--- src/rtl/adsl_pkg.sv ---
// Shared types and constants for the adaptive decimating sample log.
// Used by adsl_store, adsl_ctrl and adaptive_decimating_sample_log.
`timescale 1ns / 1ps

package adsl_pkg;

    localparam int ADC_W      = 10;                     // raw converter reading
    localparam int SAMPLE_W   = 8;                      // reading after truncation
    localparam int SAMPLE_MAX = (1 << SAMPLE_W) - 1;
    localparam int REQ_W      = 2;

    // request codes carried in s_tuser; code 3 is unused
    typedef enum logic [REQ_W-1:0] {
        REQ_ADD   = 2'd0,
        REQ_CLEAR = 2'd1,
        REQ_READ  = 2'd2
    } req_t;

    // sequencer states, one-hot
    typedef enum logic [3:0] {
        ST_IDLE    = 4'b0001,
        ST_COMPACT = 4'b0010,
        ST_ADD     = 4'b0100,
        ST_READ    = 4'b1000
    } state_t;

endpackage

--- src/rtl/adsl_store.sv ---
// Entry store: one write port, two registered read ports.
// Depends on adsl_pkg for the entry width.
`timescale 1ns / 1ps

module adsl_store #(
    parameter int DEPTH  = 256,
    parameter int ADDR_W = 8
) (
    input  logic                         clk,
    input  logic                         we,
    input  logic [ADDR_W-1:0]            waddr,
    input  logic [adsl_pkg::SAMPLE_W-1:0] wdata,
    input  logic [ADDR_W-1:0]            raddr_a,
    input  logic [ADDR_W-1:0]            raddr_b,
    output logic [adsl_pkg::SAMPLE_W-1:0] rdata_a,
    output logic [adsl_pkg::SAMPLE_W-1:0] rdata_b
);

    logic [adsl_pkg::SAMPLE_W-1:0] mem [DEPTH];

    always_ff @(posedge clk)
    begin
        if (we)
        begin
            mem[waddr] <= wdata;
        end
    end

    always_ff @(posedge clk)
    begin
        rdata_a <= mem[raddr_a];
        rdata_b <= mem[raddr_b];
    end

endmodule

--- src/rtl/adsl_ctrl.sv ---
// Request sequencer: decimation state, group accumulation, compaction sweep
// and read-out against the entry store. Depends on adsl_pkg.
`timescale 1ns / 1ps

module adsl_ctrl #(
    parameter int STORE_DEPTH = 256,
    parameter int MAX_RATIO   = 16
) (
    input  logic                              clk,
    input  logic                              rst_n,
    input  logic                              start,
    input  adsl_pkg::req_t                    req,
    input  logic [adsl_pkg::SAMPLE_W-1:0]     sample,
    input  logic [$clog2(STORE_DEPTH)-1:0]    index,
    output logic                              idle,
    output logic                              done,
    output logic                              res_accepted,
    output logic [$clog2(STORE_DEPTH+1)-1:0]  res_count,
    output logic [$clog2(2*MAX_RATIO)-1:0]    res_ratio,
    output logic [adsl_pkg::SAMPLE_W-1:0]     res_rdata,
    output logic                              res_rvalid,
    // store ports
    output logic                              mem_we,
    output logic [$clog2(STORE_DEPTH)-1:0]    mem_waddr,
    output logic [adsl_pkg::SAMPLE_W-1:0]     mem_wdata,
    output logic [$clog2(STORE_DEPTH)-1:0]    mem_raddr_a,
    output logic [$clog2(STORE_DEPTH)-1:0]    mem_raddr_b,
    input  logic [adsl_pkg::SAMPLE_W-1:0]     mem_rdata_a,
    input  logic [adsl_pkg::SAMPLE_W-1:0]     mem_rdata_b
);

    localparam int IDX_W  = $clog2(STORE_DEPTH);
    localparam int CNT_W  = $clog2(STORE_DEPTH + 1);
    localparam int RAT_W  = $clog2(2 * MAX_RATIO);
    localparam int SH_W   = $clog2(RAT_W);
    localparam int FILL_W = $clog2(MAX_RATIO);
    localparam int SUM_W  = $clog2(adsl_pkg::SAMPLE_MAX * MAX_RATIO + 1);
    localparam int NPAIR  = STORE_DEPTH / 2;
    localparam int PAIR_W = $clog2(NPAIR);
    localparam int SW     = adsl_pkg::SAMPLE_W;

    adsl_pkg::state_t   state_reg, state_next;
    logic [CNT_W-1:0]   count_reg, count_next;
    logic [RAT_W-1:0]   ratio_reg, ratio_next;
    logic [SH_W-1:0]    shift_reg, shift_next;
    logic [FILL_W-1:0]  fill_reg, fill_next;
    logic [SUM_W-1:0]   sum_reg, sum_next;
    logic [SW-1:0]      sample_reg, sample_next;
    logic [PAIR_W-1:0]  pair_reg, pair_next;
    logic               issue_done_reg, issue_done_next;
    logic               pend_reg, pend_next;
    logic [PAIR_W-1:0]  wpair_reg, wpair_next;

    logic               do_add;
    logic [SW-1:0]      add_sample;
    logic [SUM_W-1:0]   sum_new;
    logic [RAT_W-1:0]   fill_inc;
    logic               group_close;
    logic [SW-1:0]      group_avg;
    logic [SW:0]        pair_sum;

    assign idle       = (state_reg == adsl_pkg::ST_IDLE);
    assign add_sample = (state_reg == adsl_pkg::ST_ADD) ? sample_reg : sample;
    assign sum_new    = sum_reg + SUM_W'(add_sample);
    assign fill_inc   = RAT_W'(fill_reg) + RAT_W'(1);
    assign group_close = !(fill_inc < ratio_reg);
    // ratio is a power of two: the truncated average is a shift
    assign group_avg  = SW'(sum_new >> shift_reg);
    assign pair_sum   = {1'b0, mem_rdata_a} + {1'b0, mem_rdata_b};

    always_comb
    begin
        state_next      = state_reg;
        count_next      = count_reg;
        ratio_next      = ratio_reg;
        shift_next      = shift_reg;
        fill_next       = fill_reg;
        sum_next        = sum_reg;
        sample_next     = sample_reg;
        pair_next       = pair_reg;
        issue_done_next = issue_done_reg;
        pend_next       = pend_reg;
        wpair_next      = wpair_reg;
        do_add          = 1'b0;
        done            = 1'b0;
        res_accepted    = 1'b0;
        res_rdata       = '0;
        res_rvalid      = 1'b0;
        mem_we          = 1'b0;
        mem_waddr       = count_reg[IDX_W-1:0];
        mem_wdata       = group_avg;
        mem_raddr_a     = index;
        mem_raddr_b     = '0;

        unique case (state_reg)
            adsl_pkg::ST_IDLE:
            begin
                if (start)
                begin
                    unique case (req)
                        adsl_pkg::REQ_ADD:
                        begin
                            if (ratio_reg >= RAT_W'(MAX_RATIO))
                            begin
                                done = 1'b1;   // ratio limit: refused
                            end
                            else if (count_reg >= CNT_W'(STORE_DEPTH))
                            begin
                                state_next      = adsl_pkg::ST_COMPACT;
                                sample_next     = sample;
                                pair_next       = '0;
                                issue_done_next = 1'b0;
                                pend_next       = 1'b0;
                            end
                            else
                            begin
                                do_add = 1'b1;
                            end
                        end
                        adsl_pkg::REQ_CLEAR:
                        begin
                            count_next = '0;
                            ratio_next = RAT_W'(1);
                            shift_next = '0;
                            fill_next  = '0;
                            sum_next   = '0;
                            done       = 1'b1;
                        end
                        adsl_pkg::REQ_READ:
                        begin
                            if (CNT_W'(index) < count_reg)
                            begin
                                state_next = adsl_pkg::ST_READ;
                            end
                            else
                            begin
                                done = 1'b1;
                            end
                        end
                        default:
                        begin
                            done = 1'b1;
                        end
                    endcase
                end
            end

            adsl_pkg::ST_COMPACT:
            begin
                // issue pair reads, write the average in the cycle after each read
                mem_raddr_a = IDX_W'({pair_reg, 1'b0});
                mem_raddr_b = IDX_W'({pair_reg, 1'b1});
                pend_next   = !issue_done_reg;
                wpair_next  = pair_reg;
                if (!issue_done_reg)
                begin
                    pair_next = pair_reg + PAIR_W'(1);
                    if (pair_reg == PAIR_W'(NPAIR - 1))
                    begin
                        issue_done_next = 1'b1;
                    end
                end
                if (pend_reg)
                begin
                    mem_we    = 1'b1;
                    mem_waddr = IDX_W'(wpair_reg);
                    mem_wdata = pair_sum[SW:1];
                    if (wpair_reg == PAIR_W'(NPAIR - 1))
                    begin
                        state_next = adsl_pkg::ST_ADD;
                        count_next = CNT_W'(NPAIR);
                        ratio_next = ratio_reg << 1;
                        shift_next = shift_reg + SH_W'(1);
                        pend_next  = 1'b0;
                    end
                end
            end

            adsl_pkg::ST_ADD:
            begin
                do_add = 1'b1;
            end

            adsl_pkg::ST_READ:
            begin
                done       = 1'b1;
                res_rvalid = 1'b1;
                res_rdata  = mem_rdata_a;
                state_next = adsl_pkg::ST_IDLE;
            end

            default:
            begin
                state_next = adsl_pkg::ST_IDLE;
            end
        endcase

        if (do_add)
        begin
            done         = 1'b1;
            res_accepted = 1'b1;
            state_next   = adsl_pkg::ST_IDLE;
            if (group_close)
            begin
                mem_we     = 1'b1;
                mem_waddr  = count_reg[IDX_W-1:0];
                mem_wdata  = group_avg;
                count_next = count_reg + CNT_W'(1);
                fill_next  = '0;
                sum_next   = '0;
            end
            else
            begin
                fill_next = fill_reg + FILL_W'(1);
                sum_next  = sum_new;
            end
        end
    end

    assign res_count = count_next;
    assign res_ratio = ratio_next;

    always_ff @(posedge clk or negedge rst_n)
    begin
        if (!rst_n)
        begin
            state_reg      <= adsl_pkg::ST_IDLE;
            count_reg      <= '0;
            ratio_reg      <= RAT_W'(1);
            shift_reg      <= '0;
            fill_reg       <= '0;
            sum_reg        <= '0;
            pair_reg       <= '0;
            issue_done_reg <= 1'b0;
            pend_reg       <= 1'b0;
            wpair_reg      <= '0;
        end
        else
        begin
            state_reg      <= state_next;
            count_reg      <= count_next;
            ratio_reg      <= ratio_next;
            shift_reg      <= shift_next;
            fill_reg       <= fill_next;
            sum_reg        <= sum_next;
            pair_reg       <= pair_next;
            issue_done_reg <= issue_done_next;
            pend_reg       <= pend_next;
            wpair_reg      <= wpair_next;
        end
    end

    always_ff @(posedge clk)
    begin
        sample_reg <= sample_next;
    end

endmodule

--- src/rtl/adaptive_decimating_sample_log.sv ---
// Top level of the adaptive decimating sample log: stream ports, request
// holding register, result register. Depends on adsl_pkg, adsl_store, adsl_ctrl.
`timescale 1ns / 1ps

// Channel  Dir  Signals                          Payload
// s_*      in   s_tvalid s_tready s_tuser s_tdata req_type; adc_reading, read_index
// m_*      out  m_tvalid m_tready m_tdata         accepted .. read_valid
//
// Add, clear and refused or out-of-range reads: the result is decided in the
// idle state and registered; an in-range read first passes the READ state.
// An add that finds the store full first runs a compaction sweep, one pair
// averaged per cycle through the store's single write port; the sample is
// then added in the ADD state and its result registered.
// Reset (rst_n, async, active low) clears count, ratio and the open group;
// store contents stay undefined and are only read below the valid count.
// One transaction is in work at a time; a second one is held in the input
// register while a result waits on m_tready.

module adaptive_decimating_sample_log #(
    parameter int STORE_DEPTH = 256,
    parameter int MAX_RATIO   = 16
) (
    input  logic                  clk,
    input  logic                  rst_n,
    input  logic                  s_tvalid,
    output logic                  s_tready,
    input  logic [adsl_pkg::REQ_W-1:0] s_tuser,   // [1:0] req_type
    // from bit 0: adc_reading (10), read_index ($clog2(STORE_DEPTH)), zero pad
    input  logic [((adsl_pkg::ADC_W + $clog2(STORE_DEPTH) + 7) / 8) * 8 - 1:0] s_tdata,
    output logic                  m_tvalid,
    input  logic                  m_tready,
    // from bit 0: accepted (1), stored_count, decimation_ratio,
    // read_data (8), read_valid (1), zero pad
    output logic [((adsl_pkg::SAMPLE_W + $clog2(STORE_DEPTH + 1)
                    + $clog2(2 * MAX_RATIO) + 9) / 8) * 8 - 1:0] m_tdata
);

    localparam int IDX_W = $clog2(STORE_DEPTH);
    localparam int CNT_W = $clog2(STORE_DEPTH + 1);
    localparam int RAT_W = $clog2(2 * MAX_RATIO);
    localparam int SW    = adsl_pkg::SAMPLE_W;
    localparam int PAY_W = 1 + CNT_W + RAT_W + SW + 1;
    localparam int M_W   = ((PAY_W + 7) / 8) * 8;

    // held request
    logic               req_valid_reg, req_valid_next;
    adsl_pkg::req_t     req_type_reg;
    logic [SW-1:0]      sample_reg;
    logic [IDX_W-1:0]   index_reg;

    // result register
    logic               m_tvalid_reg, m_tvalid_next;
    logic [M_W-1:0]     out_data_reg;

    logic               start;
    logic               s_fire;
    logic               ctrl_idle;
    logic               done;
    logic               res_accepted;
    logic [CNT_W-1:0]   res_count;
    logic [RAT_W-1:0]   res_ratio;
    logic [SW-1:0]      res_rdata;
    logic               res_rvalid;

    logic               mem_we;
    logic [IDX_W-1:0]   mem_waddr;
    logic [SW-1:0]      mem_wdata;
    logic [IDX_W-1:0]   mem_raddr_a;
    logic [IDX_W-1:0]   mem_raddr_b;
    logic [SW-1:0]      mem_rdata_a;
    logic [SW-1:0]      mem_rdata_b;

    // hand the held request to the sequencer once the result slot is free
    // (or drains this cycle), so a finished result never has to wait inside
    assign start    = req_valid_reg && ctrl_idle && (!m_tvalid_reg || m_tready);
    assign s_tready = !req_valid_reg || start;
    assign s_fire   = s_tvalid && s_tready;

    assign req_valid_next = s_fire || (req_valid_reg && !start);
    assign m_tvalid_next  = done || (m_tvalid_reg && !m_tready);

    assign m_tvalid = m_tvalid_reg;
    assign m_tdata  = out_data_reg;

    always_ff @(posedge clk or negedge rst_n)
    begin
        if (!rst_n)
        begin
            req_valid_reg <= 1'b0;
            m_tvalid_reg  <= 1'b0;
        end
        else
        begin
            req_valid_reg <= req_valid_next;
            m_tvalid_reg  <= m_tvalid_next;
        end
    end

    // payload capture, no reset needed
    always_ff @(posedge clk)
    begin
        if (s_fire)
        begin
            req_type_reg <= adsl_pkg::req_t'(s_tuser);
            // reading cut to 8 bits by dropping the two low bits
            sample_reg   <= s_tdata[adsl_pkg::ADC_W-1 -: SW];
            index_reg    <= s_tdata[adsl_pkg::ADC_W +: IDX_W];
        end
        if (done)
        begin
            out_data_reg <= M_W'({res_rvalid, res_rdata, res_ratio, res_count,
                                  res_accepted});
        end
    end

    adsl_store #(
        .DEPTH  (STORE_DEPTH),
        .ADDR_W (IDX_W)
    ) u_store (
        .clk     (clk),
        .we      (mem_we),
        .waddr   (mem_waddr),
        .wdata   (mem_wdata),
        .raddr_a (mem_raddr_a),
        .raddr_b (mem_raddr_b),
        .rdata_a (mem_rdata_a),
        .rdata_b (mem_rdata_b)
    );

    adsl_ctrl #(
        .STORE_DEPTH (STORE_DEPTH),
        .MAX_RATIO   (MAX_RATIO)
    ) u_ctrl (
        .clk          (clk),
        .rst_n        (rst_n),
        .start        (start),
        .req          (req_type_reg),
        .sample       (sample_reg),
        .index        (index_reg),
        .idle         (ctrl_idle),
        .done         (done),
        .res_accepted (res_accepted),
        .res_count    (res_count),
        .res_ratio    (res_ratio),
        .res_rdata    (res_rdata),
        .res_rvalid   (res_rvalid),
        .mem_we       (mem_we),
        .mem_waddr    (mem_waddr),
        .mem_wdata    (mem_wdata),
        .mem_raddr_a  (mem_raddr_a),
        .mem_raddr_b  (mem_raddr_b),
        .mem_rdata_a  (mem_rdata_a),
        .mem_rdata_b  (mem_rdata_b)
    );

endmodule

--- config.mk ---
export PLATFORM = sky130hd
export DESIGN_NAME = adaptive_decimating_sample_log
export DESIGN_NICKNAME = d
export VERILOG_FILES = /design/src/rtl/adsl_pkg.sv /design/src/rtl/adsl_store.sv /design/src/rtl/adsl_ctrl.sv /design/src/rtl/adaptive_decimating_sample_log.sv
export SDC_FILE = /design/constraint.sdc
export NUM_CORES = 2
export LEC_CHECK = 0
export ABC_CLOCK_PERIOD_IN_PS = 61700
export BUFFER_PORTS_ARGS = -buffer_cell sky130_fd_sc_hd__buf_2
export CAP_MARGIN = 15
export CORE_MARGIN = 3
export CORE_UTILIZATION = 59
export CTS_CLUSTER_SIZE = 20
export DETAILED_ROUTE_END_ITERATION = 7
export PLACE_DENSITY = 0.76
export SYNTH_ARGS = -nofsm -noshare
export SYNTH_HDL_FRONTEND = slang
export SYNTH_HIERARCHICAL = 1
export SYNTH_SLANG_ARGS = --single-unit
--- constraint.sdc ---
create_clock -name clk -period 61.7 [get_ports clk]
set_clock_uncertainty 0.2 [all_clocks]
set_input_delay 9.255 -clock clk [delete_from_list [all_inputs] [get_ports clk]]
set_output_delay 9.255 -clock clk [all_outputs]
set_load 0.005 [all_outputs]
==> results_dict.tcl <==
set metrics [dict create \
    status "finished, violations left" \
    violations "DRC" \
    clockBufferDepth 3 \
    cts_tree "yes" \
    critical_path.startpoint_type "input pin" \
    row_count 152 \
    vias 60300 \
    grtUsageTotal_pct 33.9 \
    grt_pass1_wl_um 433000 \
    wire_per_inst_um 38.1 \
    die_y_um 424 \
    worstReg2RegEnd "u_store/rdata_a[7]" \
    place.gp.congestion 0.963 \
    hpwl_um 193000 \
    synth_nets 5505 \
    cts_buffers 216 \
    syn_to_final_growth_pct 8.60 \
    drive_above_1_share_pct 29.4 \
    setup_tns_ns 0 \
    clkLatencyLatePin_ns 0.88 \
    postCtsSetupBuffers 0 \
    clock.fmax_mhz 52.1 \
    peakVddDrop_mv 0.0820 \
    period_minus_slack_ns 19.19 \
    end_kind "primary output" \
    seq_power_share_pct 46.9 \
    critPathKind "input pin to primary output" \
    die_w_um 424 \
    setup_viol 0 \
    critPathMaxFanout 2 \
    nFillCells 11300 \
    gr-total-overflow 0 \
    switching_share_pct 31.3 \
    pwr-share-comb_pct 24.5 \
    initial_core_util_pct 59.7 \
    period_share_pct 31.1 \
    synth_area_um2 103000 \
    synth_ff_type "edfxtp_1" \
    slew_headroom_pct 5.35 \
    async_flop_share_pct 2.54 \
    ctsResizeCount 0 \
    root_buffer "clkbuf_16" \
    critPathRequiredTime_ns 52.25 \
    min-delay-path-class "flop to flop" \
    cellInternalPower_w 0.00313 \
    synth_warnings 6 \
    ys_ff_latch 2169 \
    nets 5494 \
    whs_endpoint "u_ctrl/sample_reg[2]" \
    antenna_found_initial 14 \
    power_density_nw_per_um2 40.8 \
    clkPwrFrac_pct 28.7 \
    avgSynthCellArea_um2 18.9 \
    drc 2 \
    holdPathStages 0 \
    drt_iter0_drc 10400 \
    die_area_um2 180000 \
    drv_cap 0 \
    rrSetupSlack_ns 53.56 \
    crit_arrival_ns 9.73 \
    wirelength_um 302000 \
    ys_types 91 \
    hold_viol 0 \
    largest_reg_flops 2048 \
    num_io_pins 56 \
    grt_max_degree 193 \
    synth-edff-count 2098 \
    portBuffers 47 \
    grt_pass1_vias 59500 \
    seq_area_frac_synth_pct 62.8 \
    final_antenna_net_count 0 \
    synthCells 5442 \
    postPlaceCellArea_um2 105000 \
    htree_levels 4 \
    viasPerCell 7.59 \
    worst_r2r_path_depth 13 \
    dr.pass1.iters 8 \
    seqCellArea_um2 64700 \
    rsz0062_at_grt "false" \
    postLayoutCellArea_um2 112000 \
    hp-start "sample_reg[2]" \
    core_um2 172000 \
    clock_sinks 2169 \
    clk_pin_slew_ns 0.06 \
    cts_hold_buf 0 \
    multi_input_area_um2 35500 \
    worstMarginPinSlew_ns 1.41 \
    p_switching_w 0.00143 \
    final_max_slew_viol_count 0 \
    power_leakage_nw 34.3 \
    r2r_start "u_ctrl/state_reg[3]" \
]
worst max-delay path, stage by stage:
cell	delay, ns
buf_2	0.10
nor2b_1	0.17
o21ai_1	0.08
buf_2	0.13
routing by layer:
layer	global-route usage, %	up-vias	part of all wire [%]
li1	-	23200	-
met1	45.7	31300	34
met2	50.7	4904	46
met3	11.6	852	15
met4	15.2	14	5.3
met5	0.108	-	0.058
cell families (layout without fill, tap and decap cells):
family | Yosys count | in the layout | synth area share (%)
fa+ha+maj | 33 | 33 | 0.416
flops | 2169 | 2169 | 62.8
compound gates | 608 | 608 | 4.31
xor+xnor | 21 | 21 | 0.179
mux | 1343 | 1343 | 25.9
simple gates | 809 | 809 | 3.58
buf+inv | 459 | 630 | 2.79
other cells | 0 | 16 | 0
cells in the mapped netlist (all sizes together) (10+ instances only):
library cell | number | area [µm²]
o21ai | 72 | 372
a221o | 11 | 110
o221ai | 69 | 617
a2bb2oi | 11 | 96.3
nor2b | 35 | 219
dfxtp | 16 | 320
xor2 | 10 | 87.6
nor4 | 10 | 62.6
o22ai | 54 | 338
buf | 260 | 2120
inv | 40 | 150
mux2 | 46 | 518
a22oi | 64 | 480
a211o | 11 | 96.3
o211ai | 17 | 128
nand2b | 18 | 113
nand2 | 203 | 764
and3 | 12 | 75.1
nor3 | 32 | 160
mux2i | 245 | 2450
a22o | 32 | 280
o31ai | 14 | 105
ha | 31 | 388
and2 | 27 | 169
nand4 | 22 | 138
nand3 | 66 | 330
nor2 | 333 | 1250
o21a | 11 | 82.6
nand3b | 10 | 75.1
xnor2 | 11 | 96.3
edfxtp | 2098 | 63000
mux4 | 1052 | 23700
a221oi | 40 | 382
a211oi | 35 | 263
a21oi | 98 | 490
dfrtp | 53 | 1330
clkbuf | 155 | 582
how the worst max path moves through the flow:
stage / endpoint / from / slack (ns)
after floorplan: u_store/mem[0][4] / u_ctrl/state_reg[1] / 41.17
after CTS: s_tready / m_tready / 42.51
after global placement: s_tready / m_tready / 42.51
after global routing: s_tready / m_tready / 42.49
final: s_tready / m_tready / 42.51
after detailed placement: s_tready / m_tready / 42.51
per-stage QoR:
stage          util, %  cells  total power, W  hold slack, ns  worst slack (ns)
6_report          64.8   7939         0.00456           0.249             42.51
5_1_grt           64.8   7923         0.00467           0.257             42.49
4_1_cts           64.8   7918         0.00454           0.247             42.51
3_5_place_dp      60.7   7518         0.00325           0.233             42.51
3_3_place_gp      60.7   7515         0.00321           0.242             42.51
2_1_floorplan        -   5442         0.00299           0.222             41.17
layout by cell type (no fill, tap or decap), types with 12 or more instances in the layout:
cell type and count:
a211oi_1 35, a21oi_1 98, a221oi_1 34, a22o_1 32, a22oi_1 62, and2_1 25
and3_1 12, buf_12 12, buf_2 47, buf_4 120, bufinv_16 19, clkbuf_1 55
clkbuf_16 225, clkinv_1 44, clkinv_2 42, dfrtp_1 53, dfxtp_1 16, diode_2 16
edfxtp_1 2098, ha_1 31, inv_1 33, mux2_2 46, mux2i_1 245, mux4_2 1052
nand2_1 196, nand2b_1 17, nand3_1 66, nand4_1 22, nor2_1 332, nor2b_1 34
nor3_1 32, o211ai_1 17, o21ai_0 63, o221ai_1 67, o22ai_1 53, o31ai_1 13
power by group through the flow:
stage,clock network (W),logic [W],registers (W)
detailed placement,0,0.00109,0.00216
global route,0.00138,0.00116,0.00214
finish,0.00131,0.00112,0.00214
global placement,0,0.00105,0.00216
CTS,0.00132,0.00109,0.00213
floorplan,0,0.000610,0.00238
cell type report:
| type | instances | share of cell area (%) |
|---|---|---|
| Clock buffer | 287 | 5.31 |
| Multi-Input combinational cell | 2814 | 31.8 |
| Tap cell | 2310 | 2.58 |
| Timing Repair Buffer | 186 | 1.31 |
| Inverter | 44 | 0.175 |
| Clock inverter | 113 | 0.948 |
| Antenna cell | 16 | 0.0358 |
| Sequential cell | 2169 | 57.9 |
Power figures use the tool's default switching activity.
